<file path="config.mk">
export PLATFORM = sky130hd
export DESIGN_NAME = multilevel_feedback_queue_scheduler_flat
export DESIGN_NICKNAME = d
export VERILOG_FILES = /design/src/rtl/mfqs_pkg.sv /design/src/rtl/mfqs_if.sv /design/src/rtl/multilevel_feedback_queue_scheduler.sv /design/src/rtl/mfqs_ram.sv /design/src/rtl/mfqs_ctrl.sv /design/src/rtl/mfqs_datapath.sv /design/src/flat_wrapper.sv
export SDC_FILE = /design/constraint.sdc
export NUM_CORES = 1
export LEC_CHECK = 0
export ABC_CLOCK_PERIOD_IN_PS = 6100
export BUFFER_PORTS_ARGS = -buffer_cell sky130_fd_sc_hd__buf_4
export CORE_ASPECT_RATIO = 0.5
export CORE_UTILIZATION = 55
export DETAILED_ROUTE_END_ITERATION = 10
export MAX_ROUTING_LAYER = met4
export PLACE_DENSITY_LB_ADDON = 0.15
export RECOVER_POWER = 50
export SLEW_MARGIN = 20
export SYNTH_ARGS = -nofsm -noshare
export SYNTH_HDL_FRONTEND = slang
export SYNTH_SLANG_ARGS = --single-unit
</file>
<file path="constraint.sdc">
create_clock -name clk -period 6.1 [get_ports clk]
set_input_delay 0.61 -clock clk [delete_from_list [all_inputs] [get_ports clk]]
set_output_delay 0.61 -clock clk [all_outputs]
set_load 0.01 [all_outputs]
</file>
<file path="src/rtl/mfqs_pkg.sv">
// Package: shared types, constants and command/status structs for the scheduler.
package mfqs_pkg;
    localparam int LEVELS = 4;
    localparam int TASKS = 16;
    localparam int QUANTUM_BITS = 8;
    localparam int LV_W = $clog2(LEVELS);
    localparam int TK_W = $clog2(TASKS);
    localparam int CNT_W = $clog2(TASKS + 1);
    localparam int CFG_IDX_W = 3;
    localparam int CFG_DATA_W = 8;
    localparam int FUNC_W = 3;
    localparam int TASK_ID_W = 4;
    localparam int QMAX = (1 << QUANTUM_BITS) - 1;

    localparam logic [FUNC_W-1:0] FUNC_LOAD    = 3'd0;
    localparam logic [FUNC_W-1:0] FUNC_UNBLOCK = 3'd1;
    localparam logic [FUNC_W-1:0] FUNC_TICK    = 3'd2;
    localparam logic [FUNC_W-1:0] FUNC_BLOCK   = 3'd3;
    localparam logic [FUNC_W-1:0] FUNC_EXIT    = 3'd4;

    localparam logic [CFG_IDX_W-1:0] REG_Q0 = 3'd0;
    localparam logic [CFG_IDX_W-1:0] REG_Q1 = 3'd1;
    localparam logic [CFG_IDX_W-1:0] REG_Q2 = 3'd2;
    localparam logic [CFG_IDX_W-1:0] REG_Q3 = 3'd3;
    localparam logic [CFG_IDX_W-1:0] REG_LEVELS = 3'd4;

    // controller -> datapath
    typedef struct packed {
        logic                 start;   // latch request
        logic                 execute; // apply request, load result
    } mfqs_cmd_t;

    // datapath -> controller
    typedef struct packed {
        logic busy;
    } mfqs_status_t;
endpackage

</file>
<file path="src/rtl/mfqs_if.sv">
// Interfaces: valid/ready request channels for events and results.
interface mfqs_in_if;
    logic                            valid;
    logic                            ready;
    logic [mfqs_pkg::FUNC_W-1:0]     func;
    logic [mfqs_pkg::TASK_ID_W-1:0]  task_id;
    modport source (output valid, func, task_id, input ready);
    modport sink (input valid, func, task_id, output ready);
endinterface

interface mfqs_out_if;
    logic                            valid;
    logic                            ready;
    logic [mfqs_pkg::TASK_ID_W-1:0]  running_task;
    logic                            running_is_idle;
    logic                            event_ignored;
    modport source (output valid, running_task, running_is_idle, event_ignored, input ready);
    modport sink (input valid, running_task, running_is_idle, event_ignored, output ready);
endinterface

</file>
<file path="src/rtl/multilevel_feedback_queue_scheduler.sv">
// Top level: multilevel feedback queue scheduler.
// A request passes through the read and execute states; its result is registered valid
// on entering the output state. The queue-store read port sets the read cycle.
// The next request is taken in the same cycle the result is taken.
// Reset (rst_n, async low): queues empty, idle running, quantums 2/4/8/16, four levels.
// Queue and return-level memories need no clearing pass.
module multilevel_feedback_queue_scheduler (
    input  logic                              clk,
    input  logic                              rst_n,
    mfqs_in_if.sink                           in_ch,
    mfqs_out_if.source                        out_ch,
    input  logic                              cfg_we,
    input  logic [mfqs_pkg::CFG_IDX_W-1:0]    cfg_index,
    input  logic [mfqs_pkg::CFG_DATA_W-1:0]   cfg_data
);
    mfqs_pkg::mfqs_cmd_t    cmd;
    mfqs_pkg::mfqs_status_t status;

    // Controller: accept request, read, execute, hold result.
    mfqs_ctrl u_ctrl (
        .clk(clk), .rst_n(rst_n),
        .in_valid(in_ch.valid), .in_ready(in_ch.ready),
        .out_valid(out_ch.valid), .out_ready(out_ch.ready),
        .cmd(cmd), .status(status));

    // Datapath: queues and the running task; outputs hold until the next execute.
    mfqs_datapath u_dp (
        .clk(clk), .rst_n(rst_n), .cmd(cmd), .status(status),
        .func(in_ch.func), .task_id(in_ch.task_id),
        .cfg_we(cfg_we), .cfg_index(cfg_index), .cfg_data(cfg_data),
        .running_task(out_ch.running_task),
        .running_is_idle(out_ch.running_is_idle),
        .event_ignored(out_ch.event_ignored));
endmodule

</file>
<file path="src/rtl/mfqs_ram.sv">
// Generic single-port-write, single-read RAM with registered read.
module mfqs_ram #(
    parameter int WIDTH = 4,
    parameter int DEPTH = 16
) (
    input  logic                     clk,
    input  logic                     we,
    input  logic [$clog2(DEPTH)-1:0] waddr,
    input  logic [WIDTH-1:0]         wdata,
    input  logic [$clog2(DEPTH)-1:0] raddr,
    output logic [WIDTH-1:0]         rdata
);
    logic [WIDTH-1:0] mem [DEPTH];

    always_ff @(posedge clk)
    begin
        if (we)
        begin
            mem[waddr] <= wdata;
        end
        rdata <= mem[raddr];
    end
endmodule

</file>
<file path="src/rtl/mfqs_ctrl.sv">
// Controller: sequences one request through read and execute cycles.
module mfqs_ctrl (
    input  logic                   clk,
    input  logic                   rst_n,
    input  logic                   in_valid,
    output logic                   in_ready,
    output logic                   out_valid,
    input  logic                   out_ready,
    output mfqs_pkg::mfqs_cmd_t    cmd,
    input  mfqs_pkg::mfqs_status_t status
);
    typedef enum logic [1:0] {S_IDLE, S_READ, S_EXEC, S_OUT} state_t;
    state_t state_reg, state_next;
    logic   out_valid_reg, out_valid_next;

    // Accept while idle, or while the last result is being taken.
    assign in_ready  = (state_reg == S_IDLE) || (state_reg == S_OUT && out_ready);
    assign out_valid = out_valid_reg;
    assign cmd.start   = in_valid && in_ready;
    assign cmd.execute = (state_reg == S_EXEC);

    always_comb
    begin
        state_next     = state_reg;
        out_valid_next = out_valid_reg;
        case (state_reg)
            S_IDLE:
            begin
                if (in_valid)
                begin
                    state_next = S_READ;
                end
            end
            S_READ:
            begin
                state_next = S_EXEC;
            end
            S_EXEC:
            begin
                state_next     = S_OUT;
                out_valid_next = 1'b1;
            end
            S_OUT:
            begin
                if (out_ready)
                begin
                    out_valid_next = 1'b0;
                    state_next     = in_valid ? S_READ : S_IDLE;
                end
            end
            default:
            begin
                state_next = S_IDLE;
            end
        endcase
        if (status.busy && state_reg == S_IDLE && !in_valid)
        begin
            state_next = S_IDLE;
        end
    end

    always_ff @(posedge clk or negedge rst_n)
    begin
        if (!rst_n)
        begin
            state_reg     <= S_IDLE;
            out_valid_reg <= 1'b0;
        end
        else
        begin
            state_reg     <= state_next;
            out_valid_reg <= out_valid_next;
        end
    end
endmodule

</file>
<file path="src/rtl/mfqs_datapath.sv">
// Datapath: level queues, return-level store, running task and quantum.
module mfqs_datapath (
    input  logic                                clk,
    input  logic                                rst_n,
    input  mfqs_pkg::mfqs_cmd_t                 cmd,
    output mfqs_pkg::mfqs_status_t              status,
    input  logic [mfqs_pkg::FUNC_W-1:0]         func,
    input  logic [mfqs_pkg::TASK_ID_W-1:0]      task_id,
    input  logic                                cfg_we,
    input  logic [mfqs_pkg::CFG_IDX_W-1:0]      cfg_index,
    input  logic [mfqs_pkg::CFG_DATA_W-1:0]     cfg_data,
    output logic [mfqs_pkg::TASK_ID_W-1:0]      running_task,
    output logic                                running_is_idle,
    output logic                                event_ignored
);
    localparam int LV_W  = mfqs_pkg::LV_W;
    localparam int TK_W  = mfqs_pkg::TK_W;
    localparam int CNT_W = mfqs_pkg::CNT_W;
    localparam int QB    = mfqs_pkg::QUANTUM_BITS;
    localparam int LV    = mfqs_pkg::LEVELS;

    logic [7:0]                  quantum_reg [4];
    logic [2:0]                  levels_reg;
    logic [TK_W-1:0]             head_reg  [LV];
    logic [TK_W-1:0]             tail_reg  [LV];
    logic [CNT_W-1:0]            count_reg [LV];
    logic [TK_W-1:0]             cur_task_reg;
    logic                        cur_idle_reg;
    logic [LV_W-1:0]             cur_level_reg;
    logic [QB-1:0]               qleft_reg;
    logic [mfqs_pkg::FUNC_W-1:0] func_reg;
    logic [mfqs_pkg::TASK_ID_W-1:0] task_reg;
    logic                        ign_reg;

    // latched request
    always_ff @(posedge clk)
    begin
        if (cmd.start)
        begin
            func_reg <= func;
            task_reg <= task_id;
        end
    end

    // active level count and last level
    logic [LV_W:0]   nact;
    logic [LV_W-1:0] last_lv;
    always_comb
    begin
        nact = (levels_reg == 3'd0) ? (LV_W+1)'(1) :
               ({1'b0, levels_reg} > 4'(LV)) ? (LV_W+1)'(LV) : (LV_W+1)'(levels_reg);
        last_lv = LV_W'(nact - 1'b1);
    end

    function automatic logic [LV_W-1:0] clampl(input logic [LV_W:0] lv, input logic [LV_W-1:0] last);
        clampl = (lv > {1'b0, last}) ? last : lv[LV_W-1:0];
    endfunction

    // return-level store, read from the latched task during the read cycle
    logic            rl_we;
    logic [LV_W-1:0] rl_wdata, rl_rdata;
    mfqs_ram #(.WIDTH(LV_W), .DEPTH(mfqs_pkg::TASKS)) u_rl (
        .clk(clk), .we(rl_we), .waddr(cur_task_reg), .wdata(rl_wdata),
        .raddr(task_reg[TK_W-1:0]), .rdata(rl_rdata));

    // queue store: flat LEVELS x TASKS; read port aimed at head of best level
    localparam int QA_W = LV_W + TK_W;
    logic            qs_we;
    logic [QA_W-1:0] qs_waddr, qs_raddr;
    logic [TK_W-1:0] qs_wdata, qs_rdata;
    mfqs_ram #(.WIDTH(TK_W), .DEPTH(LV * mfqs_pkg::TASKS)) u_qs (
        .clk(clk), .we(qs_we), .waddr(qs_waddr), .wdata(qs_wdata),
        .raddr(qs_raddr), .rdata(qs_rdata));

    // Push decision (from latched request; an unblock's level is known only in the execute cycle)
    logic            push_en;
    logic [LV_W-1:0] push_lv;
    logic [TK_W-1:0] push_task;
    logic            push_ok;
    logic            do_select;
    logic            ign_c;
    logic            tick_dec;
    always_comb
    begin
        push_en = 1'b0; push_lv = '0; push_task = task_reg[TK_W-1:0];
        do_select = 1'b0; ign_c = 1'b0; tick_dec = 1'b0;
        rl_we = 1'b0; rl_wdata = '0;
        case (func_reg)
            mfqs_pkg::FUNC_LOAD:
            begin
                push_en = 1'b1;
            end
            mfqs_pkg::FUNC_UNBLOCK:
            begin
                push_en = 1'b1;
                push_lv = clampl({1'b0, rl_rdata}, last_lv);
            end
            mfqs_pkg::FUNC_TICK:
            begin
                if (qleft_reg != '0)
                begin
                    tick_dec = 1'b1;
                end
                else
                begin
                    do_select = 1'b1;
                    if (!cur_idle_reg)
                    begin
                        push_en   = 1'b1;
                        push_task = cur_task_reg;
                        push_lv   = clampl({1'b0, cur_level_reg} + 1'b1, last_lv);
                    end
                end
            end
            mfqs_pkg::FUNC_BLOCK:
            begin
                if (cur_idle_reg) ign_c = 1'b1;
                else
                begin
                    do_select = 1'b1;
                    rl_we     = cmd.execute;
                    rl_wdata  = clampl({1'b0, (cur_level_reg != '0) ? cur_level_reg - 1'b1
                                                                   : cur_level_reg}, last_lv);
                end
            end
            mfqs_pkg::FUNC_EXIT:
            begin
                if (cur_idle_reg) ign_c = 1'b1;
                else do_select = 1'b1;
            end
            default:
            begin
                ign_c = 1'b1;
            end
        endcase
        push_ok = push_en && (count_reg[push_lv] < CNT_W'(mfqs_pkg::TASKS));
        if (push_en && !push_ok) ign_c = 1'b1;
    end

    // Selection over pre-push counts (push lands at tail, never the head of an empty
    // level except the requeued task, handled by sel_from_push).
    logic            sel_found;
    logic [LV_W-1:0] sel_lv;
    logic            sel_from_push;
    always_comb
    begin
        sel_found = 1'b0; sel_lv = '0;
        for (int i = LV - 1; i >= 0; i--)
        begin
            if (LV_W'(i) <= last_lv &&
                (count_reg[i] != '0 || (push_ok && push_lv == LV_W'(i))))
            begin
                sel_found = 1'b1;
                sel_lv    = LV_W'(i);
            end
        end
        sel_from_push = push_ok && push_lv == sel_lv && count_reg[sel_lv] == '0;
    end

    // Read the head of the selected level during the read cycle.
    assign qs_raddr = {sel_lv, head_reg[sel_lv]};
    assign qs_we    = cmd.execute && push_ok;
    assign qs_waddr = {push_lv, tail_reg[push_lv]};
    assign qs_wdata = push_task;

    logic [7:0]    qsel;
    logic [QB-1:0] qload;
    always_comb
    begin
        qsel = quantum_reg[(sel_lv > LV_W'(3)) ? 2'd3 : 2'(sel_lv)];
        if (qsel == 8'd0) qsel = 8'd1;
        if (int'(qsel) > mfqs_pkg::QMAX)
            qload = QB'(mfqs_pkg::QMAX - 1);
        else
            qload = QB'(qsel) - 1'b1;
    end

    always_ff @(posedge clk or negedge rst_n)
    begin
        if (!rst_n)
        begin
            quantum_reg[0] <= 8'd2; quantum_reg[1] <= 8'd4;
            quantum_reg[2] <= 8'd8; quantum_reg[3] <= 8'd16;
            levels_reg    <= 3'd4;
            for (int i = 0; i < LV; i++)
            begin
                head_reg[i] <= '0; tail_reg[i] <= '0; count_reg[i] <= '0;
            end
            cur_task_reg  <= '0;
            cur_idle_reg  <= 1'b1;
            cur_level_reg <= '0;
            qleft_reg     <= '0;
            ign_reg       <= 1'b0;
        end
        else
        begin
            if (cfg_we)
            begin
                case (cfg_index)
                    mfqs_pkg::REG_Q0: quantum_reg[0] <= cfg_data;
                    mfqs_pkg::REG_Q1: quantum_reg[1] <= cfg_data;
                    mfqs_pkg::REG_Q2: quantum_reg[2] <= cfg_data;
                    mfqs_pkg::REG_Q3: quantum_reg[3] <= cfg_data;
                    mfqs_pkg::REG_LEVELS: levels_reg <= cfg_data[2:0];
                    default: ;
                endcase
            end
            if (cmd.execute)
            begin
                ign_reg <= ign_c;
                if (tick_dec) qleft_reg <= qleft_reg - 1'b1;
                for (int i = 0; i < LV; i++)
                begin
                    logic pu, po;
                    pu = push_ok && push_lv == LV_W'(i);
                    po = do_select && sel_found && sel_lv == LV_W'(i);
                    if (pu) tail_reg[i] <= tail_reg[i] + 1'b1;
                    if (po) head_reg[i] <= head_reg[i] + 1'b1;
                    count_reg[i] <= count_reg[i] + CNT_W'(pu) - CNT_W'(po);
                end
                if (do_select)
                begin
                    cur_idle_reg  <= !sel_found;
                    cur_task_reg  <= sel_found ? (sel_from_push ? push_task : qs_rdata) : '0;
                    cur_level_reg <= sel_found ? sel_lv : '0;
                    qleft_reg     <= sel_found ? qload : '0;
                end
            end
        end
    end

    assign status.busy     = 1'b0;
    assign running_task    = cur_idle_reg ? '0 : cur_task_reg;
    assign running_is_idle = cur_idle_reg;
    assign event_ignored   = ign_reg;
endmodule

</file>
<file path="src/flat_wrapper.sv">
// flat-port wrapper written by rule: the top's interface ports become plain ports
module multilevel_feedback_queue_scheduler_flat 
  (clk, rst_n, cfg_we, cfg_index, cfg_data, in_ch_valid, in_ch_func, in_ch_task_id, in_ch_ready, out_ch_valid, out_ch_running_task, out_ch_running_is_idle, out_ch_event_ignored, out_ch_ready);
  mfqs_in_if in_ch_i ();
  mfqs_out_if out_ch_i ();
  input  logic clk;
  input  logic rst_n;
  input  logic cfg_we;
  input  logic [mfqs_pkg::CFG_IDX_W-1:0] cfg_index;
  input  logic [mfqs_pkg::CFG_DATA_W-1:0] cfg_data;
  input wire logic [$bits(in_ch_i.valid)-1:0] in_ch_valid;
  input wire logic [$bits(in_ch_i.func)-1:0] in_ch_func;
  input wire logic [$bits(in_ch_i.task_id)-1:0] in_ch_task_id;
  output wire logic [$bits(in_ch_i.ready)-1:0] in_ch_ready;
  output wire logic [$bits(out_ch_i.valid)-1:0] out_ch_valid;
  output wire logic [$bits(out_ch_i.running_task)-1:0] out_ch_running_task;
  output wire logic [$bits(out_ch_i.running_is_idle)-1:0] out_ch_running_is_idle;
  output wire logic [$bits(out_ch_i.event_ignored)-1:0] out_ch_event_ignored;
  input wire logic [$bits(out_ch_i.ready)-1:0] out_ch_ready;
  assign in_ch_i.valid = in_ch_valid;
  assign in_ch_i.func = in_ch_func;
  assign in_ch_i.task_id = in_ch_task_id;
  assign in_ch_ready = in_ch_i.ready;
  assign out_ch_valid = out_ch_i.valid;
  assign out_ch_running_task = out_ch_i.running_task;
  assign out_ch_running_is_idle = out_ch_i.running_is_idle;
  assign out_ch_event_ignored = out_ch_i.event_ignored;
  assign out_ch_i.ready = out_ch_ready;
  multilevel_feedback_queue_scheduler u_core (.clk(clk), .rst_n(rst_n), .in_ch(in_ch_i), .out_ch(out_ch_i), .cfg_we(cfg_we), .cfg_index(cfg_index), .cfg_data(cfg_data));
endmodule
</file>
---- After elaboration in Yosys (flattened, before gate mapping) ----
Memory sizes are Yosys's and may differ from the RTL's. A register that Yosys moved wholly into a read port is not among the register bits.
Index checks and enable logic that the tools add are counted.
operators by class
  $add $sub $neg .......................... 21
  multipliers ............................. 0
  divide/modulo/power cells ............... 0
  magnitude comparators ................... 13
  equal/unequal tests ..................... 20
  shift operators ......................... 0
  multiplexer cells ....................... 68
  bitwise operators ....................... 3
  reductions and logical operators ........ 63
operators with widths
  operator                                             number
  2-to-1 mux 8 bit                                     6
  2-to-1 mux 4 bit                                     10
  2-to-1 mux 2 bit                                     18
  AND reduction 2 bit                                  17
  adder 4 x 1 -> 4 bit, second input constant          8
  adder 5 x 1 -> 5 bit                                 4
  binary-select mux 5 bit (select 2 bit)               2
  logical AND 1 bit                                    20
  2-to-1 mux 5 bit                                     4
  nonzero test 5 bit                                   4
  subtractor 5 x 1 -> 5 bit                            4
  2-to-1 mux 1 bit                                     19
  binary-select mux 4 bit (select 2 bit)               2
  binary-select mux 8 bit (select 2 bit)               1
  subtractor 8 x 1 -> 8 bit, second input constant     2
  equality test 2 bit, second input constant           6
  equality test 3 x 2 -> 1 bit, second input constant  4
  >= comparator 3 bit, second input constant           3
  zero test 3 bit                                      3
  inverter 2 -> 3 bit                                  3
  zero test 8 bit                                      1
  one-hot mux 1 bit (2 select lines)                   4
  one-hot mux 2 bit (4 select lines)                   1
  nonzero test 8 bit                                   1
  other kinds (22)                                     41
storage, ports and cells
  flip-flop bits (word level) ............. 113
  latch bits .............................. 0
  bits in writable memories ............... 288
  ROM bits ................................ 0
  bits of input ports ..................... 23
  output and inout port bits .............. 8
  logic and storage cells ................. 216
  memories ................................ 2
memories
  memory                words  bits a word  rd ports  clocked after memory_dff  write ports  RTL line        text
  u_core.u_dp.u_qs.mem  64     4            1         1                         1            mfqs_ram.sv:13  logic [WIDTH-1:0] mem [DEPTH];
  u_core.u_dp.u_rl.mem  16     2            1         1                         1            mfqs_ram.sv:13

---- Longest topological paths before layout ----
Gate-level depths: netlist of the first run.
  depth after elaboration ................. 33
  gate-level depth with buffers ........... 27
  gate-level depth less buffers ........... 26

---- By module ----
From an unflattened synthesis of the first run, not the netlist that was laid out.
second synthesis, totals
  cells, all modules ...................... 1293
  area, all modules ....................... 18826.8 µm²
modules (own cells, without submodules)
  module                       instances  cells each  area an instance (µm²)
  mfqs_ram (u_core.u_dp.u_qs)  1          521         10407.5
  mfqs_datapath                1          673         6812.8
  mfqs_ram (u_core.u_dp.u_rl)  1          78          1380.1
  mfqs_ctrl                    1          21          226.5

---- Worst setup path before layout of the first run ----
No wires, ideal clock.
  path kind ............................... register -> register
  from .................................... register u_core.u_dp.levels_reg[1]
  to ...................................... register u_core.u_dp.qleft_reg[6]
  library setup time ...................... 0.142 ns
  arrival time ............................ 5.341 ns
  setup slack ............................. 0.618 ns
  cell stages (with the launch flop) ...... 20
  path through ............................ dfrtp_1 nor2b_1 or2_2 ha_1 fa_1 or3b_4 a21o_1 a2111o_1 a211oi_2 nor2_2 a21oi_1 clkbuf_1 mux2_2 nor4b_2 a21oi_1 ha_1 nand2_1 nor3_1 xnor2_1 o221ai_1
between the ends
  word-level cells in the longest chain between the ends .. 33
  elaborated cells between the ends (all ways) .. 57
RTL lines
  element                                 RTL line              text
  start, declared                         mfqs_datapath.sv:23   logic [2:0] levels_reg;
  start signal, assigned                  mfqs_datapath.sv:204  mfqs_pkg::REG_LEVELS: levels_reg <= cfg_data[2:0];
  > comparator 3 bit                      mfqs_datapath.sv:51   ({1'b0, levels_reg} > 4'(LV)) ? (LV_W+1)'(LV) : (LV_W+1)'(levels_reg);
  2-to-1 mux 2 bit                        mfqs_datapath.sv:51
  2-to-1 mux 2 bit *                      mfqs_datapath.sv:50   nact = (levels_reg == 3'd0) ? (LV_W+1)'(1) :
  subtractor 2 x 1 -> 2 bit *             mfqs_datapath.sv:52   last_lv = LV_W'(nact - 1'b1);
  > comparator 3 x 2 -> 1 bit             mfqs_datapath.sv:56   clampl = (lv > {1'b0, last}) ? last : lv[LV_W-1:0];
  2-to-1 mux 2 bit                        mfqs_datapath.sv:56
  2-to-1 mux 2 bit                        mfqs_datapath.sv:107  if (!cur_idle_reg)
  2-to-1 mux 2 bit                        mfqs_datapath.sv:100  if (qleft_reg != '0)
  [... 16 more ...]                       -
  inverter 2 -> 3 bit                     mfqs_datapath.sv:170  qsel = quantum_reg[(sel_lv > LV_W'(3)) ? 2'd3 : 2'(sel_lv)];
  binary-select mux 8 bit (select 2 bit)  mfqs_datapath.sv:170
  2-to-1 mux 8 bit (2 in series)          mfqs_datapath.sv:170
  zero test 8 bit                         mfqs_datapath.sv:171  if (qsel == 8'd0) qsel = 8'd1;
  2-to-1 mux 8 bit                        mfqs_datapath.sv:171
  subtractor 8 x 1 -> 8 bit               mfqs_datapath.sv:175  qload = QB'(qsel) - 1'b1;
  2-to-1 mux 8 bit *                      mfqs_datapath.sv:226  qleft_reg <= sel_found ? qload : '0;
  2-to-1 mux 8 bit *                      mfqs_datapath.sv:221  if (do_select)
  end signal, assigned                    mfqs_datapath.sv:211  if (tick_dec) qleft_reg <= qleft_reg - 1'b1;
  end signal, assigned                    mfqs_datapath.sv:226
  end, declared                           mfqs_datapath.sv:30   logic [QB-1:0] qleft_reg;
Every way passes the cells marked *; elsewhere a longest branch is shown, timed or not. The select of a mux whose other input is x is not followed.
A chain may end at the register's enable or synchronous reset.

---- Worst setup path in the final report of the first run ----
  from .................................... register u_core.u_dp.levels_reg[1]
  to ...................................... register u_core.u_dp.u_qs.rdata[0] (read register of u_core.u_dp.u_qs.mem)
between the ends
  word-level cells in the longest chain between the ends .. 26
  elaborated cells between the ends (all ways) .. 46
RTL lines
  element                                               RTL line              text
  > comparator 3 bit                                    mfqs_datapath.sv:51
  2-to-1 mux 2 bit                                      mfqs_datapath.sv:51
  2-to-1 mux 2 bit *                                    mfqs_datapath.sv:50
  subtractor 2 x 1 -> 2 bit *                           mfqs_datapath.sv:52
  > comparator 3 x 2 -> 1 bit                           mfqs_datapath.sv:56
  2-to-1 mux 2 bit                                      mfqs_datapath.sv:56
  2-to-1 mux 2 bit                                      mfqs_datapath.sv:107
  2-to-1 mux 2 bit                                      mfqs_datapath.sv:100
  [... 7 more ...]                                      -
  logical AND 1 bit                                     mfqs_datapath.sv:151  (count_reg[i] != '0 || (push_ok && push_lv == LV_W'(i))))
  logical OR 1 bit                                      mfqs_datapath.sv:151
  logical AND 1 bit                                     mfqs_datapath.sv:150  if (LV_W'(i) <= last_lv &&
  2-to-1 mux 2 bit (3 in series)                        mfqs_datapath.sv:150
  2-to-1 mux 2 bit *                                    mfqs_datapath.sv:150
  inverter 2 -> 3 bit (implied by the code)             mfqs_datapath.sv:161  assign qs_raddr = {sel_lv, head_reg[sel_lv]};
  binary-select mux 4 bit (select 2 bit)                mfqs_datapath.sv:161
  2-to-1 mux 4 bit (implied by the code) (2 in series)  mfqs_datapath.sv:161
  end, declared                                         mfqs_ram.sv:11        output logic [WIDTH-1:0] rdata
Marks and branches as above.

==> parameters.txt, run 1 <==
Parameter                              Value

Status
  Status ... complete, but fails checks
  Violations in the final reports ... capacitance limit, slew limit

Synth
  Post-Syn Area ... 19000 µm²
  Fraction of post-synthesis cell area in the top cell type by area ... 46.62%
  Portion of the post-synthesis area used by sequential elements ... 61.25%
  Number of enable flip-flop cells after synthesis ... 295
  Proportion of synthesized flip-flops having asynchronous set or reset ... 26.04%
  Cell types with the largest area share after synthesis ... sky130_fd_sc_hd__edfxtp_1, sky130_fd_sc_hd__dfrtp_1, sky130_fd_sc_hd__nand2_1
  Post-synthesis register bit count ... 407
  Cell taking the most area after synthesis ... sky130_fd_sc_hd__edfxtp_1
  Synthesized net count ... 1638
  Total number of yosys warnings ... 0
  Cell with the most instances after synthesis ... sky130_fd_sc_hd__edfxtp_1
  Commonest register cell after synthesis ... sky130_fd_sc_hd__edfxtp_1
  Number of library cell types mapped by synthesis ... 94
  Most frequent cells after synthesis ... sky130_fd_sc_hd__edfxtp_1, sky130_fd_sc_hd__nand2_1, sky130_fd_sc_hd__nor2_1, sky130_fd_sc_hd__dfrtp_1, sky130_fd_sc_hd__nand3_1
  Number of cells produced by synthesis ... 1561
  Post-synthesis average cell area ... 12.17 µm²

Timing
  Setup repair after global routing missed its margin ... false
  Number of endpoints with negative hold slack in the final report ... 0
  Slew at the pin closest to its max-slew limit ... 3.585 ns
  Final setup violation count ... 0
  Relative slew slack ... -139.0%
  Worst clock skew on the final layout ... 0.01955 ns
  Number of max-slew violations in the final report ... 383
  Final worst-path cycle share ... 96.84%
  Final-layout setup total negative slack ... 0 ns
  Final critical-path required period ... 5.907 ns
  Max Clk Rate ... 169.3 MHz

Clocking
  Root buffer selected by CTS ... sky130_fd_sc_hd__clkbuf_16
  TritonCTS Sinks ... 407
  TritonCTS clock tree ... done
  CTS clk-pin slew, worst paths ... 0.07 ns
  Clock Path Buffers ... 3
  Number of CTS-inserted buffers ... 37
  H-tree depth reported by CTS ... 2
  Clock latency of the later-clocked register in the worst-skew pair ... 0.55 ns

Routing
  Starting DRT DRC Count ... 1510
  Routed wire length ... 46120 µm
  Detailed-route DRC error count ... 0
  Wire per inst ... 22.19 µm
  Router iterations before antenna repair ... 5
  Residual antenna-violating net count after detailed routing ... 0
  Number of vias in the routed layout ... 12804
  Drt via density ... 6.159

Place
  Post-Place Cells ... 2008
  Final RePlAce weighted congestion ... 0.9670
  Port Buf Inserts ... 30
  DP HPWL ... 30950 µm

Final layout
  Nets ... 1686
  Flip-flop count of the largest register after layout ... 256
  Share of layout cells above drive strength 1 ... 13.06%
  Count of antenna diodes in the layout ... 0
  Post-route insts no fill ... 2079
  Growth of design area from synthesis to finish ... 9.950%

Setup path
  RR Startpoint ... u_core.u_dp.levels_reg[1]
  CP Launch Type ... register
  Capturing element type of the critical path ... register
  Critical path required time ... 6.53 ns
  R2R cell count ... 18
  Critical setup path kind ... reg -> reg
  Endpoint arrival time on the critical path ... 6.33 ns
  Crit Reg-Reg Endpoint ... u_core.u_dp.u_qs.rdata[0]
  Critical-path maximum fanout ... 32
  Register-to-register setup slack ... 0.19 ns

Worst hold path
  Hold/Removal Path Class ... in -> reg
  Min-Delay Endpoint ... u_core.u_dp.task_reg[1]
  Worst min-delay path startpoint ... in_ch_task_id[1]
  Hold Crit Depth ... 1

Floorplan
  Die area ... 35340 µm²
  Chip Width ... 264.9 µm
  # IOs ... 31
  Initial Util ... 56.69%
  FP Rows ... 47
  Die boundary height ... 133.4 µm
  Area of the core region ... 33520 µm²

Power and ir drop
  Leakage power summed over all cells ... 7.642 nW
  Peak ir drop on the vdd network ... 0.0002438 V
  PnR Total Power ... 9.092 mW
  Total power divided by cell area ... 435.2 nW/µm²

Global route
  Vias in the first global route ... 12420
  First-pass GRT wire length ... 71860 µm
  Total grt overflow ... 0
  Initial antenna violation count ... 0
  Pin count of the biggest net entering global routing ... 66
  Total GRT Usage ... 27.48%

Flow run
  Max-capacitance violation count ... 7
cell families (layout without fill, tap and decap cells):
kind of cell / Yosys count / in the layout / share of synthesized area (%)
AND/OR/NAND/NOR: 614 / 614 / 14.59
adder cells (fa/ha/maj): 54 / 54 / 3.753
XOR/XNOR: 44 / 44 / 2.028
AO/OA/AOI/OAI: 209 / 209 / 8.317
buffers and inverters: 116 / 193 / 2.884
flip-flops: 407 / 407 / 61.25
multiplexers: 117 / 117 / 7.178
stage by stage:
step	utilization [%]	hold slack [ns]	setup WS, ns	cell area, µm²
2_1_floorplan	-	0.3144	0.6175	19000
3_3_place_gp	59.12	0.4595	0.3673	19820
3_5_place_dp	59.12	0.4646	0.2975	19820
4_1_cts	62.49	0.1916	0.2722	20950
5_1_grt	62.33	0.2608	0.002255	20890
6_report	62.33	0.2725	0.1927	20890
worst max-delay path: stages, from the launching register on:
cell and delay, ns:
sky130_fd_sc_hd__dfrtp_1 0.39, sky130_fd_sc_hd__nor2b_1 0.17, sky130_fd_sc_hd__or2_2 0.36, sky130_fd_sc_hd__ha_1 0.36, sky130_fd_sc_hd__fa_1 0.56, sky130_fd_sc_hd__or3b_4 0.41, sky130_fd_sc_hd__a21o_1 0.24, sky130_fd_sc_hd__a2111o_1 0.52
sky130_fd_sc_hd__a211oi_2 0.36, sky130_fd_sc_hd__nor2_2 0.07, sky130_fd_sc_hd__buf_4 0.19, sky130_fd_sc_hd__a31oi_4 0.37, sky130_fd_sc_hd__o2bb2ai_1 0.15, sky130_fd_sc_hd__nor2_2 0.11, sky130_fd_sc_hd__buf_4 0.40, sky130_fd_sc_hd__nand3_1 0.14
sky130_fd_sc_hd__nand3_1 0.23, sky130_fd_sc_hd__o22ai_1 0.21, sky130_fd_sc_hd__or4_1 0.54
repair_timing:
| action | 4_1_cts | 5_1_grt |
|---|---|---|
| hold buffers | 0 | 0 |
| setup endpoints to repair | 0 | 30 |
| resized for setup | 0 | 3 |
| buffers inserted | 0 | 3 |
per-layer routing:
layer  global-route usage (%)  part of all wire (%)
met1                    38.40                    44
met5                        -                     0
met2                    41.63                    45
met3                    5.693                   8.9
met4                    6.358                   2.1
placed cells by master, fill, tap and decap left out, types with 10 or more instances in the layout:
| cell type | count |
|---|---|
| sky130_fd_sc_hd__nor3_1 | 14 |
| sky130_fd_sc_hd__mux2_2 | 51 |
| sky130_fd_sc_hd__nand4_1 | 19 |
| sky130_fd_sc_hd__nand3_1 | 81 |
| sky130_fd_sc_hd__a31oi_1 | 24 |
| sky130_fd_sc_hd__clkbuf_1 | 24 |
| sky130_fd_sc_hd__inv_1 | 53 |
| sky130_fd_sc_hd__nor2_1 | 169 |
| sky130_fd_sc_hd__nor2b_1 | 14 |
| sky130_fd_sc_hd__edfxtp_1 | 295 |
| sky130_fd_sc_hd__dfrtp_1 | 100 |
| sky130_fd_sc_hd__ha_1 | 49 |
| sky130_fd_sc_hd__a21oi_1 | 38 |
| sky130_fd_sc_hd__buf_4 | 45 |
| sky130_fd_sc_hd__xnor2_1 | 36 |
| sky130_fd_sc_hd__o21ai_0 | 28 |
| sky130_fd_sc_hd__clkbuf_16 | 38 |
| sky130_fd_sc_hd__mux4_2 | 10 |
| sky130_fd_sc_hd__mux2i_1 | 53 |
| sky130_fd_sc_hd__o2111ai_1 | 17 |
| sky130_fd_sc_hd__nand2_1 | 251 |
power breakdown:
group / total [mW] / internal [mW] / switching (mW)
sequential: 3.60 / 3.31 / 0.282
combinational: 3.29 / 1.18 / 2.11
clock: 2.21 / 1.18 / 1.03
area by class of cell:
type	instances	area (µm²)
clock buffers	48	1008
flip-flops and latches	407	11640
multi-input cells	1038	6842
repair buffers	72	530.5
fillers	2608	12630
inverters	53	198.9
well taps	441	551.8
clock inverters	20	121.4
how the worst max path moves through the flow:
stage                              startpoint                     endpoint  slack, ns
floorplan           u_core.u_dp.levels_reg[1]     u_core.u_dp.qleft_reg[6]       0.62
global route        u_core.u_dp.levels_reg[1]    u_core.u_dp.count_reg[14]      0.002
global placement    u_core.u_dp.levels_reg[1]    u_core.u_dp.u_qs.rdata[0]       0.37
finish              u_core.u_dp.levels_reg[1]    u_core.u_dp.u_qs.rdata[0]       0.19
CTS                 u_core.u_dp.levels_reg[1]  u_core.u_dp.u_qs.mem[41][2]       0.27
detailed placement  u_core.u_dp.levels_reg[1]    u_core.u_dp.count_reg[14]       0.30
Power figures use the tool's default switching activity.
==> run 2: changes to the inputs <==
--- a/config.mk
+++ b/config.mk
@@ -5,14 +5,14 @@
 export SDC_FILE = /design/constraint.sdc
 export NUM_CORES = 1
 export LEC_CHECK = 0
-export ABC_CLOCK_PERIOD_IN_PS = 6100
+export ABC_CLOCK_PERIOD_IN_PS = 7120
 export BUFFER_PORTS_ARGS = -buffer_cell sky130_fd_sc_hd__buf_4
 export CORE_ASPECT_RATIO = 0.5
 export CORE_UTILIZATION = 55
 export DETAILED_ROUTE_END_ITERATION = 10
 export MAX_ROUTING_LAYER = met4
 export PLACE_DENSITY_LB_ADDON = 0.15
-export RECOVER_POWER = 50
+export RECOVER_POWER = 100
 export SLEW_MARGIN = 20
 export SYNTH_ARGS = -nofsm -noshare
 export SYNTH_HDL_FRONTEND = slang
==> constraint.sdc (replaced) <==
create_clock -name clk -period 7.12 [get_ports clk]
set_input_delay 0.712 -clock clk [delete_from_list [all_inputs] [get_ports clk]]
set_output_delay 0.712 -clock clk [all_outputs]
set_load 0.01 [all_outputs]
==> run 2 against run 1 <==
The run still ends with capacitance limit, slew limit left; total power down 14%; setup slack better by 0.56 ns; routed wire length about the same; sequential power down 14%; cell area down 0.47%; highest routed layer unchanged.
==> parameters.txt, run 2 (same netlist as run 1, synthesis figures left out) <==
Parameter                              Value

Floorplan
  Die boundary height ... 133.4 µm (unchanged)
  Initial Util ... 56.69% (unchanged)
  # IOs ... 31 (unchanged)
  Die area ... 35340 µm² (unchanged)
  Area of the core region ... 33520 µm² (unchanged)
  FP Rows ... 47 (unchanged)
  Chip Width ... 264.9 µm (unchanged)

Final layout
  Flip-flop count of the largest register after layout ... 256 (unchanged)
  Commonest non-fill, non-tap cells in the layout ... sky130_fd_sc_hd__edfxtp_1, sky130_fd_sc_hd__nand2_1, sky130_fd_sc_hd__nor2_1, sky130_fd_sc_hd__dfrtp_1, sky130_fd_sc_hd__nand3_1
  Count of antenna diodes in the layout ... 0 (unchanged)
  Share of layout cells above drive strength 1 ... 12.02% (-1.0 points)
  Growth of design area from synthesis to finish ... 9.436%
  Leading cell type in the layout, fill and taps excluded ... sky130_fd_sc_hd__edfxtp_1
  Nets ... 1670 (-0.95%)

Setup path
  Critical path required time ... 7.55 ns (+1.02 ns)
  Endpoint arrival time on the critical path ... 6.79 ns (+0.46 ns)
  R2R cell count ... 17 (-1)
  Critical setup path kind ... reg -> reg
  Slowest cell on the critical path ... sky130_fd_sc_hd__fa_1
  Critical-path maximum fanout ... 17 (-47%)
  CP Launch Type ... register
  Crit-path max cell delay ... 0.61 ns (+0.05 ns)
  Series of cell instances along the critical path ... nor2b_1, or2_0, ha_1, fa_1, or3b_1, a21o_1, a2111o_1, a211oi_2, nor2_1, buf_4, o211ai_1, nand2_1, a22oi_2, nand2_4, o2111ai_1, o22ai_1, or4b_1
  Capturing element type of the critical path ... register

Routing
  Residual antenna-violating net count after detailed routing ... 0 (unchanged)
  Routed wire length ... 46150 µm (about the same)
  Starting DRT DRC Count ... 1339 (-11%)
  Wire per inst ... 22.37 µm (+0.84%)
  Drt via density ... 6.136 (-0.37%)
  Number of vias in the routed layout ... 12659 (-1.1%)
  Router iterations before antenna repair ... 6 (+1)
  Detailed-route DRC error count ... 0 (unchanged)

Timing
  Number of endpoints with negative hold slack in the final report ... 0 (unchanged)
  Slew at the pin closest to its max-slew limit ... 3.279 ns (-0.3063 ns)
  Setup repair after global routing missed its margin ... false
  Fin worst setup slack ... 0.7554 ns (+0.5626 ns)
  Relative slew slack ... -118.6% (+20 points)
  Final-layout setup total negative slack ... 0 ns (unchanged)
  Hold slack ... 0.3797 ns (+0.1072 ns)
  Final critical-path required period ... 6.365 ns (+0.4574 ns)
  Worst clock skew on the final layout ... 0.02904 ns (+0.009495 ns)
  Number of max-slew violations in the final report ... 393 (+2.6%)
  Final setup violation count ... 0 (unchanged)
  Final worst-path cycle share ... 89.39% (-7.4 points)
  Max Clk Rate ... 157.1 MHz (-7.2%)

Clocking
  Number of CTS-inserted buffers ... 37 (unchanged)
  Post-CTS sizing ... 0 (unchanged)
  Clock Path Buffers ... 3 (unchanged)
  Clock latency of the later-clocked register in the worst-skew pair ... 0.56 ns (about the same)
  Root buffer selected by CTS ... sky130_fd_sc_hd__clkbuf_16
  TritonCTS Sinks ... 407 (unchanged)
  CTS clk-pin slew, worst paths ... 0.07 ns (about the same)
  Setup repair bufs after CTS ... 0 (unchanged)
  TritonCTS clock tree ... done
  CTS Hold Buffers Added ... 0 (unchanged)
  H-tree depth reported by CTS ... 2 (unchanged)

Power and ir drop
  Peak ir drop on the vdd network ... 0.0002403 V (-1.5%)
  Leakage power summed over all cells ... 7.585 nW (-0.75%)
  Total power divided by cell area ... 376.8 nW/µm² (-13%)

Place
  Final RePlAce weighted congestion ... 0.9295 (-3.9%)
  DP HPWL ... 30150 µm (-2.6%)
  Post-Place Worst Slack ... 1.027 ns (+0.7294 ns)
  Port Buf Inserts ... 30 (unchanged)

Global route
  Vias in the first global route ... 12743 (+2.6%)
  Initial antenna violation count ... 0 (unchanged)
  Total GRT Usage ... 27.60% (+0.13 points)
  First-pass GRT wire length ... 72410 µm (+0.77%)
  Pin count of the biggest net entering global routing ... 104 (+58%)
  Total grt overflow ... 0 (unchanged)

Status
  Status ... complete, but fails checks
  Violations in the final reports ... capacitance limit, slew limit

Flow run
  Max-capacitance violation count ... 8 (+1)

Worst hold path
  Hold/Removal Path Class ... in -> reg
  Hold Crit Depth ... 1 (unchanged)
-- run 2: where the power goes --
part / internal (mW) / switching (mW)
clock network: 1.14 / 0.904
registers: 2.84 / 0.240
logic: 0.940 / 1.78
total: 4.92 / 2.92
-- run 2: final cells by class --
| type | instances | area (µm²) |
|---|---|---|
| fill | 2679 | 12730 |
| sequential | 407 | 11640 |
| multi-input combinational | 1038 | 6822 |
| clock buffer | 50 | 1026 |
| tap | 441 | 551.8 |
| timing repair buffer | 56 | 357.8 |
| clock inverter | 18 | 198.9 |
| inverter | 53 | 198.9 |
-- run 2: critical path, delay by kind of cell (launching register included) --
kind	cells	cell delay [ns]
adders and majority gates	2	1.07
AOI/OAI and AO/OA	7	2.40
buffers and inverters	1	0.23
DFF	1	0.36
and+or+nand+nor	7	2.16
-- run 2: metal layers --
| layer | up-vias | routed length, µm | GRT usage (%) | part of all wire [%] |
|---|---|---|---|---|
| met4 | 0 | 939 | 6.969 | 2.0 |
| met5 | - | 0 | - | 0 |
| li1 | 5771 | - | - | - |
| met2 | 496 | 21120 | 42.32 | 46 |
| met3 | 80 | 3591 | 5.250 | 7.8 |
| met1 | 6312 | 20500 | 38.21 | 44 |
-- run 2: final timing paths --
check                                          startpoint                           to  slack, ns
max in group asynchronous                           rst_n  u_core.u_dp.quantum_reg[23]       2.13
worst min-delay path                        in_ch_func[2]      u_core.u_dp.func_reg[2]       0.38
worst min register to register   u_core.u_dp.head_reg[15]     u_core.u_dp.head_reg[15]       0.48
worst max register to register  u_core.u_dp.levels_reg[1]    u_core.u_dp.u_qs.rdata[1]       0.76
min in group asynchronous                           rst_n     u_core.u_dp.tail_reg[12]       1.10
worst max-delay path            u_core.u_dp.levels_reg[1]    u_core.u_dp.u_qs.rdata[1]       0.76
-- run 2: stage by stage --
stage	std cells	util (%)	total power, mW	cell area [µm²]
2_1_floorplan	1561	-	5.058	19000
5_1_grt	2063	62.03	8.239	20790
3_3_place_gp	1995	58.72	5.754	19680
3_5_place_dp	1995	58.79	5.836	19710
4_1_cts	2063	62.44	7.861	20930
6_report	2063	62.03	7.835	20790
==> run 3: changes to the inputs <==
--- a/config.mk
+++ b/config.mk
@@ -5,13 +5,12 @@
 export SDC_FILE = /design/constraint.sdc
 export NUM_CORES = 1
 export LEC_CHECK = 0
-export ABC_CLOCK_PERIOD_IN_PS = 7120
 export BUFFER_PORTS_ARGS = -buffer_cell sky130_fd_sc_hd__buf_4
 export CORE_ASPECT_RATIO = 0.5
 export CORE_UTILIZATION = 55
 export DETAILED_ROUTE_END_ITERATION = 10
 export MAX_ROUTING_LAYER = met4
-export PLACE_DENSITY_LB_ADDON = 0.15
+export PLACE_DENSITY_LB_ADDON = 0.05
 export RECOVER_POWER = 100
 export SLEW_MARGIN = 20
 export SYNTH_ARGS = -nofsm -noshare
==> run 3 against run 2 <==
Combinational power is 3% higher; core utilization shrank 0.10 points; via count increased by 0.16%; highest routed layer unchanged; sequential share of layout area rose by 0.094 points; the flow still finishes with violations (capacitance limit, slew limit); first-iteration DRC count is 2.3% lower; cell count is 0.19% higher; maximum frequency shrank 2.9%; die area did not move; clock skew fell by 0.0031 ns.
==> parameters.txt, run 3 (same netlist as run 1, synthesis figures left out) <==
Parameter                              Value

Setup path
  Critical setup path kind ... reg -> reg
  Crit-path max cell delay ... 0.92 ns (+0.31 ns)
  Critical-path maximum fanout ... 32 (+15)
  Most prevalent standard cell on the critical path ... sky130_fd_sc_hd__nand3_1
  CP Launch Type ... register
  Endpoint arrival time on the critical path ... 7.06 ns (+0.27 ns)
  Critical path required time ... 7.63 ns (+0.08 ns)
  Buf/Inv on CP ... 1 (unchanged)
  Dominant delay contributor by cell family on the critical path ... compound AO/OA/AOI/OAI gates
  Series of cell instances along the critical path ... nor2b_1, or2_2, ha_1, fa_1, or3b_1, a21o_1, nand3_1, o311ai_1, a31oi_1, o31ai_2, a2bb2oi_4, buf_4, nand2_1, nand3_1, nand4_1, o2bb2ai_1, a2111o_1
  Capturing element type of the critical path ... register
  Slowest cell on the critical path ... sky130_fd_sc_hd__a2bb2oi_4

Routing
  Number of vias in the routed layout ... 12679 (+0.16%)
  Router iterations before antenna repair ... 5 (-1)
  Drt via density ... 6.134 (about the same)
  Wire per inst ... 22.81 µm (+1.9%)
  Starting DRT DRC Count ... 1308 (-2.3%)
  Residual antenna-violating net count after detailed routing ... 0 (unchanged)
  Detailed-route DRC error count ... 0 (unchanged)
  Routed wire length ... 47140 µm (+2.1%)

Place
  DP HPWL ... 30970 µm (+2.7%)
  Port Buf Inserts ... 30 (unchanged)
  Final RePlAce weighted congestion ... 0.9048 (-2.7%)

Final layout
  Count of antenna diodes in the layout ... 0 (unchanged)
  Growth of design area from synthesis to finish ... 9.252%
  Share of layout cells above drive strength 1 ... 11.75% (-0.28 points)
  Commonest non-fill, non-tap cells in the layout ... sky130_fd_sc_hd__edfxtp_1, sky130_fd_sc_hd__nand2_1, sky130_fd_sc_hd__nor2_1, sky130_fd_sc_hd__dfrtp_1, sky130_fd_sc_hd__nand3_1
  Leading cell type in the layout, fill and taps excluded ... sky130_fd_sc_hd__edfxtp_1
  Filler cell count ... 2664 (-0.56%)
  Flip-flop count of the largest register after layout ... 256 (unchanged)
  Nets ... 1674 (+0.24%)

Timing
  Setup repair after global routing missed its margin ... false
  Number of endpoints with negative hold slack in the final report ... 0 (unchanged)
  Final setup violation count ... 0 (unchanged)
  Final-layout setup total negative slack ... 0 ns (unchanged)
  Slew at the pin closest to its max-slew limit ... 3.638 ns (+0.3592 ns)
  Final worst-path cycle share ... 92.09% (+2.7 points)
  Relative slew slack ... -142.5% (-24 points)
  Worst clock skew on the final layout ... 0.02599 ns (-0.003056 ns)
  Number of max-slew violations in the final report ... 425 (+8.1%)
  Max Clk Rate ... 152.5 MHz (-2.9%)
  Final critical-path required period ... 6.557 ns (+0.1924 ns)

Power and ir drop
  Total power divided by cell area ... 379.7 nW/µm² (+0.77%)
  Leakage power summed over all cells ... 7.564 nW (-0.27%)
  PnR Total Power ... 7.883 mW (+0.60%)
  Peak ir drop on the vdd network ... 0.0001818 V (-24%)

Floorplan
  Chip Width ... 264.9 µm (unchanged)
  FP Rows ... 47 (unchanged)
  # IOs ... 31 (unchanged)
  Area of the core region ... 33520 µm² (unchanged)
  Die area ... 35340 µm² (unchanged)
  Initial Util ... 56.69% (unchanged)
  Die boundary height ... 133.4 µm (unchanged)

Clocking
  Clock latency of the later-clocked register in the worst-skew pair ... 0.56 ns (about the same)
  TritonCTS Sinks ... 407 (unchanged)
  H-tree depth reported by CTS ... 2 (unchanged)
  CTS clk-pin slew, worst paths ... 0.07 ns (about the same)
  TritonCTS clock tree ... done
  Post-CTS sizing ... 0 (unchanged)
  Root buffer selected by CTS ... sky130_fd_sc_hd__clkbuf_16
  Number of CTS-inserted buffers ... 37 (unchanged)
  CTS Hold Buffers Added ... 0 (unchanged)
  Clock Path Buffers ... 3 (unchanged)
  Setup repair bufs after CTS ... 0 (unchanged)

Flow run
  Max-capacitance violation count ... 8 (unchanged)

Global route
  Total GRT Usage ... 28.10% (+0.49 points)
  Vias in the first global route ... 12408 (-2.6%)
  First-pass GRT wire length ... 73230 µm (+1.1%)
  Pin count of the biggest net entering global routing ... 69 (-34%)
  GR Layer Usage met3 ... 4.917% (-0.33 points)
  Initial antenna violation count ... 0 (unchanged)
  Met2 usage in global routing ... 41.73% (-0.58 points)
  Total grt overflow ... 0 (unchanged)
  Met1 usage ... 40.63% (+2.4 points)
  Busiest layer in global routing ... met2

Status
  Violations in the final reports ... capacitance limit, slew limit
  Status ... complete, but fails checks

Worst hold path
  Hold/Removal Path Class ... in -> reg
==> run 3: cell types whose count changed in the layout (fill, tap and decap cells not counted), moves of 2 or more <==
cell | previous run | this run
sky130_fd_sc_hd__clkinv_1 | 0 | 5
sky130_fd_sc_hd__clkinv_2 | 10 | 5
sky130_fd_sc_hd__buf_4 | 28 | 30
sky130_fd_sc_hd__clkbuf_1 | 29 | 31
sky130_fd_sc_hd__mux2_1 | 4 | 2
sky130_fd_sc_hd__mux2_2 | 50 | 52
==> run 3: final timing paths <==
kind | cells after the start | slack [ns] | startpoint | endpoint
worst max-delay path | 17 | 0.56 | u_core.u_dp.levels_reg[1] | u_core.u_dp.u_qs.rdata[2]
worst min-delay path | 1 | 0.37 | in_ch_func[2] | u_core.u_dp.func_reg[2]
worst max register to register | 17 | 0.56 | u_core.u_dp.levels_reg[1] | u_core.u_dp.u_qs.rdata[2]
worst min register to register | 1 | 0.47 | u_core.u_dp.head_reg[3] | u_core.u_dp.head_reg[3]
max in group asynchronous | 2 | 1.95 | rst_n | u_core.u_dp.quantum_reg[10]
min in group asynchronous | 1 | 0.81 | rst_n | u_core.u_dp.count_reg[18]
==> run 3: per-stage QoR <==
stage	cells	hold slack (ns)	cell area [µm²]	setup slack, ns	utilization [%]
global placement	1999	0.4596	19720	0.8996	58.83
finish	2067	0.3681	20760	0.5629	61.93
global route	2067	0.3475	20760	0.1835	61.93
floorplan	1561	0.4164	19000	1.638	-
detailed placement	1999	0.4675	19730	0.8023	58.87
CTS	2067	0.1467	20920	0.7897	62.41
==> run 3: routing by layer <==
| metal | up-vias | wire, µm |
|---|---|---|
| li1 | 5785 | - |
| met1 | 6336 | 21560 |
| met2 | 482 | 21130 |
| met3 | 76 | 3544 |
| met4 | 0 | 905 |
| met5 | - | 0 |
==> run 3: layout make-up <==
| type | instances | area, µm² | area share (%) |
|---|---|---|---|
| clock buffer | 50 | 1016 | 4.894 |
| clock inverter | 18 | 171.4 | 0.8257 |
| inverter | 53 | 198.9 | 0.9583 |
| multi-input combinational | 1038 | 6785 | 32.69 |
| sequential | 407 | 11640 | 56.07 |
| tap | 441 | 551.8 | 2.658 |
| timing repair buffer | 60 | 396.6 | 1.911 |
==> run 3: where the power goes <==
group / switching [mW] / internal, mW / total (mW)
logic: 1.82 / 0.966 / 2.79
registers: 0.243 / 2.84 / 3.08
clock network: 0.919 / 1.09 / 2.01
